===== config.mk =====
export PLATFORM = sky130hd
export DESIGN_NAME = dat_ctrl
export DESIGN_NICKNAME = d
export VERILOG_FILES = /design/src/rtl/dat_pkg.sv /design/src/rtl/dat_ctrl.sv
export SDC_FILE = /design/constraint.sdc
export NUM_CORES = 1
export LEC_CHECK = 0
export ABC_AREA = 1
export BUFFER_PORTS_ARGS = -buffer_cell sky130_fd_sc_hd__clkbuf_2
export CAP_MARGIN = 0
export CORE_AREA = 2 2 39 41
export CTS_BUF_LIST = sky130_fd_sc_hd__clkbuf_4
export DETAILED_ROUTE_END_ITERATION = 16
export DIE_AREA = 0 0 41 43
export PLACE_DENSITY_LB_ADDON = 0.2
export SLEW_MARGIN = 15
export SYNTH_ARGS = -nofsm -noshare
export SYNTH_HDL_FRONTEND = slang
export SYNTH_SLANG_ARGS = --single-unit
export TNS_END_PERCENT = 100

===== constraint.sdc =====
create_clock -name clk_i -period 1.35 [get_ports clk_i]
set_input_delay 0.27 -clock clk_i [delete_from_list [all_inputs] [get_ports clk_i]]
set_output_delay 0.27 -clock clk_i [all_outputs]
set_load 0.05 [all_outputs]

===== src/rtl/dat_pkg.sv =====
// ----------------------------------------------------------------------------
// dat_pkg: shared types and constants of the delayed-ACK timer table
// Field widths, register indexes, channel payloads and control structs.
// ----------------------------------------------------------------------------
package dat_pkg;

  localparam int SID_W     = 10;
  localparam int TYPE_W    = 4;
  localparam int PAY_W     = 64;
  localparam int CFG_W     = 12;
  localparam int CFG_IDX_W = 1;

  localparam int DEF_SESSIONS     = 1024;
  localparam int DEF_COUNTER_BITS = 12;

  localparam logic [CFG_IDX_W-1:0] REG_ACK_DELAY = 1'd0;
  localparam logic [CFG_IDX_W-1:0] REG_ACK_TYPE  = 1'd1;

  localparam logic [CFG_W-1:0]  ACK_DELAY_RST = 12'd64;
  localparam logic [TYPE_W-1:0] ACK_TYPE_RST  = 4'd0;

  typedef struct packed {
    logic              action;
    logic [TYPE_W-1:0] event_type;
    logic [SID_W-1:0]  session_id;
    logic [PAY_W-1:0]  event_payload;
    logic              downstream_full;
  } in_item_t;

  typedef struct packed {
    logic [TYPE_W-1:0] out_type;
    logic [SID_W-1:0]  out_session;
    logic [PAY_W-1:0]  out_payload;
  } out_item_t;

  typedef struct packed {
    logic capture;
    logic mem_read;
    logic update;
    logic clear_step;
  } dp_cmd_t;

  typedef struct packed {
    logic clear_done;
    logic out_block;
  } dp_sts_t;

endpackage


===== src/rtl/dat_ctrl.sv =====
// ----------------------------------------------------------------------------
// dat_ctrl: sequencing of the timer table
// Clear sweep after reset, then capture / read / update per item.
// ----------------------------------------------------------------------------
module dat_ctrl (
  input  logic             clk_i,
  input  logic             rst_ni,
  input  logic             in_valid_i,
  output logic             in_ready_o,
  input  dat_pkg::dp_sts_t sts_i,
  output dat_pkg::dp_cmd_t cmd_o
);
  import dat_pkg::*;

  typedef enum logic [1:0] {
    ST_CLEAR,
    ST_IDLE,
    ST_READ,
    ST_CALC
  } state_e;

  state_e state_q, state_d;

  always_comb begin
    state_d    = state_q;
    cmd_o      = '0;
    in_ready_o = 1'b0;
    case (state_q)
      ST_CLEAR: begin
        cmd_o.clear_step = 1'b1;
        if (sts_i.clear_done) state_d = ST_IDLE;
      end
      ST_IDLE: begin
        in_ready_o = 1'b1;
        if (in_valid_i) begin
          cmd_o.capture = 1'b1;
          state_d       = ST_READ;
        end
      end
      ST_READ: begin
        cmd_o.mem_read = 1'b1;
        state_d        = ST_CALC;
      end
      ST_CALC: begin
        if (!sts_i.out_block) begin
          cmd_o.update = 1'b1;
          state_d      = ST_IDLE;
        end
      end
      default: state_d = ST_CLEAR;
    endcase
  end

  always_ff @(posedge clk_i or negedge rst_ni) begin
    if (!rst_ni) begin
      state_q <= ST_CLEAR;
    end else begin
      state_q <= state_d;
    end
  end

endmodule


==> results.py <==
metrics = {
    "final_layout": {
        "largest_register_ff_count": 2,
        "layout.nets": 55,
        "antenna_cells_inserted": 0,
        "layout-area-overhead-vs-synth_pct": 109,
        "layout.cells.most_common_list": "inv_1, nand2_1, clkbuf_2, buf_4",
        "registers_with_the_most_flip_flops": "state_q: 2 flops",
        "final_layout_size_suffix_gt1_share_pct": 69.8,
        "regMostFlops": "state_q",
        "finalInstanceArea_um2": 423,
    },
    "routing": {
        "detailedRoute.firstPassIterationCount": 1,
        "routedWlPerCell_um": 7.86,
        "totalWireLength_um": 464,
        "dr.first_iter.drc_count": 0,
        "drc": 0,
        "drt.antenna.violating_nets": 0,
        "routed-via-count": 204,
        "post_drt_via_cell_ratio": 3.46,
    },
    "timing": {
        "period_minus_ws_final_ns": 1.42,
        "worst_pin_slew_ns": 0.159,
        "clock.fmax_ghz": 0.706,
        "rsz_0062_raised_after_global_routing": "true",
        "min_period_over_period_pct": 105,
        "slew_violations": 0,
        "timing.final.setup_violations": 5,
        "timing_hold_violations_final": 0,
        "setup_ws_ns": -0.0662,
        "clock-skew-final_ns": 0.000334,
        "fin_hold_ws_ns": 0.366,
        "maxSlewHeadroom_pct": 89.4,
    },
    "global_routing": {
        "groute.usage.overall_pct": 7.64,
        "grt_overflow_total": 0,
        "largest_net_degree_at_the_start_of_global_routing": 6,
        "antenna_found_initial": 0,
        "number_of_global_route_vias_before_repair": 203,
        "grt_pass1_wl_um": 793,
    },
    "setup_path": {
        "start_kind": "flop",
        "timing.reg2reg.worst_path_depth": 8,
        "setup.worst_path.class": "reg -> out",
        "timing.critical_path.fanout_max": 4,
        "cp_data_required_time_ns": 1.08,
        "critical_path_arrival_ns": 1.15,
        "worst_setup_path_end_kind": "output pin",
    },
    "pwr": {
        "power_density_nw_per_um2": 2760,
        "leakage_nw": 0.223,
        "power.share.switching_pct": 49.2,
        "comb_power_share_pct": 74.6,
        "netSwitchingPower_mw": 0.575,
        "p_seq_share_pct": 14.0,
        "ir_worst_vdd_mv": 0.882,
        "power_frac_clock_pct": 11.3,
        "p_int_mw": 0.594,
    },
    "die": {
        "core.rowCount": 14,
        "starting_utilization_of_the_core_area_pct": 14.6,
        "fp.dieArea_um2": 1760,
        "floorplan_die_height_um": 43,
        "die_width_um": 41,
        "core-area_um2": 1380,
        "io_pins": 10,
    },
    "synthesis": {
        "synth_sequential_area_ratio_pct": 24.7,
        "synth_fp_nets": 36,
        "syn_std_cell_area_um2": 203,
        "synth.area.top_cells": "ha_1, dfrtp_1, inv_1, nand2_1, nand2_2",
        "postSynthCellCount": 26,
        "yosysUniqueCellTypes": 8,
        "number_of_warning_messages_in_the_yosys_log": 0,
        "yosys.area.top_type_share_pct": 30.9,
        "cell_taking_the_most_area_after_synthesis": "ha_1",
        "synth_area_per_cell_um2": 7.80,
        "synth-seq-cells": 2,
    },
    "run": {
        "number_of_max_cap_violations": 0,
    },
    "placed_design": {
        "placement.io_buffers": 9,
        "placedInstanceArea_um2": 280,
        "post-dp-hpwl_um": 295,
        "post-place-ws_ns": 0.0207,
        "globalplace.congestion": 0.635,
    },
    "clocking": {
        "htree_levels": 1,
        "cts_root_buf": "clkbuf_4",
        "cts.sinks": 2,
        "clock_slew_seen_by_the_registers_of_the_worst_setup_and_hold_paths_ns": 0.03,
        "numCtsBuffers": 3,
        "tritoncts": "done",
        "ctsLongestPathBuffers": 2,
        "clock_latency_ns": 0.22,
    },
    "status": {
        "outcome": "finished, violations left",
        "violations": "setup timing",
    },
    "worst_hold_path": {
        "worst_hold_path_type": "in -> async",
    },
}
power groups by stage:
stage               registers [mW]  clock network [mW]  logic (mW)
finish                       0.164               0.133       0.873
global route                 0.174               0.156       0.948
CTS                          0.148               0.145       0.749
detailed placement           0.136                   0       0.590
global placement             0.138                   0       0.595
floorplan                    0.125                   0       0.488
final cells by class:
type | count | area, um^2
fillers | 151 | 961
flip-flops and latches | 2 | 52.6
clock buffers | 3 | 22.5
multi-input cells | 17 | 169
inverters | 7 | 26.3
well taps | 16 | 20.0
repair buffers | 14 | 133
repair_timing:
item,CTS,global route
resized for setup,14,11
pin swaps,0,3
endpoints found under the hold margin,2,0
hold buffers,1,0
endpoints found under the setup margin,5,5
setup buffers,1,2
Yosys cell counts:
cell type / n
dfrtp_1: 2
nor2_1: 1
nand2_2: 3
nand3_2: 1
ha_1: 5
nand4_1: 2
inv_1: 7
nand2_1: 5
worst max-delay path, stage by stage, from the launching register on:
cell and delay (ns):
dfrtp_2 0.43, inv_2 0.10, ha_4 0.15, nand2_2 0.05, inv_2 0.05, buf_8 0.13
kinds of logic after synthesis:
logic type / count (synthesis) / synth area share, %
AND/OR/NAND/NOR: 12 / 31.5
buffers and inverters: 7 / 13.0
adder cells (fa/ha/maj): 5 / 30.9
flip-flops: 2 / 24.7
worst paths after layout:
path                       startpoint          to  slack, ns
hold / removal                 rst_ni  state_q[0]       0.37
min in group clk_i           sts_i[1]  state_q[0]       0.40
setup reg to reg           state_q[1]  state_q[0]       0.09
hold reg to reg            state_q[1]  state_q[1]       0.55
max in group asynchronous      rst_ni  state_q[1]       0.88
setup / recovery           state_q[1]    cmd_o[3]      -0.07
routing by layer:
layer,GRT usage (%),share of wire [%]
met5,0,0
met3,3.14,4.1
met2,8.44,55
met1,9.03,41
met4,10.0,0
stage by stage:
step                      TNS [ns]  cells  utilization [%]  total power [mW]
after global placement           0     52             20.3             0.733
after detailed placement         0     52             20.3             0.726
after floorplan             -0.167     26                -             0.613
after global routing        -0.529     59             30.6              1.28
final                       -0.189     59             30.6              1.17
after CTS                   -0.278     57             27.3              1.04
Note: power is estimated with default switching activity, not from simulation.
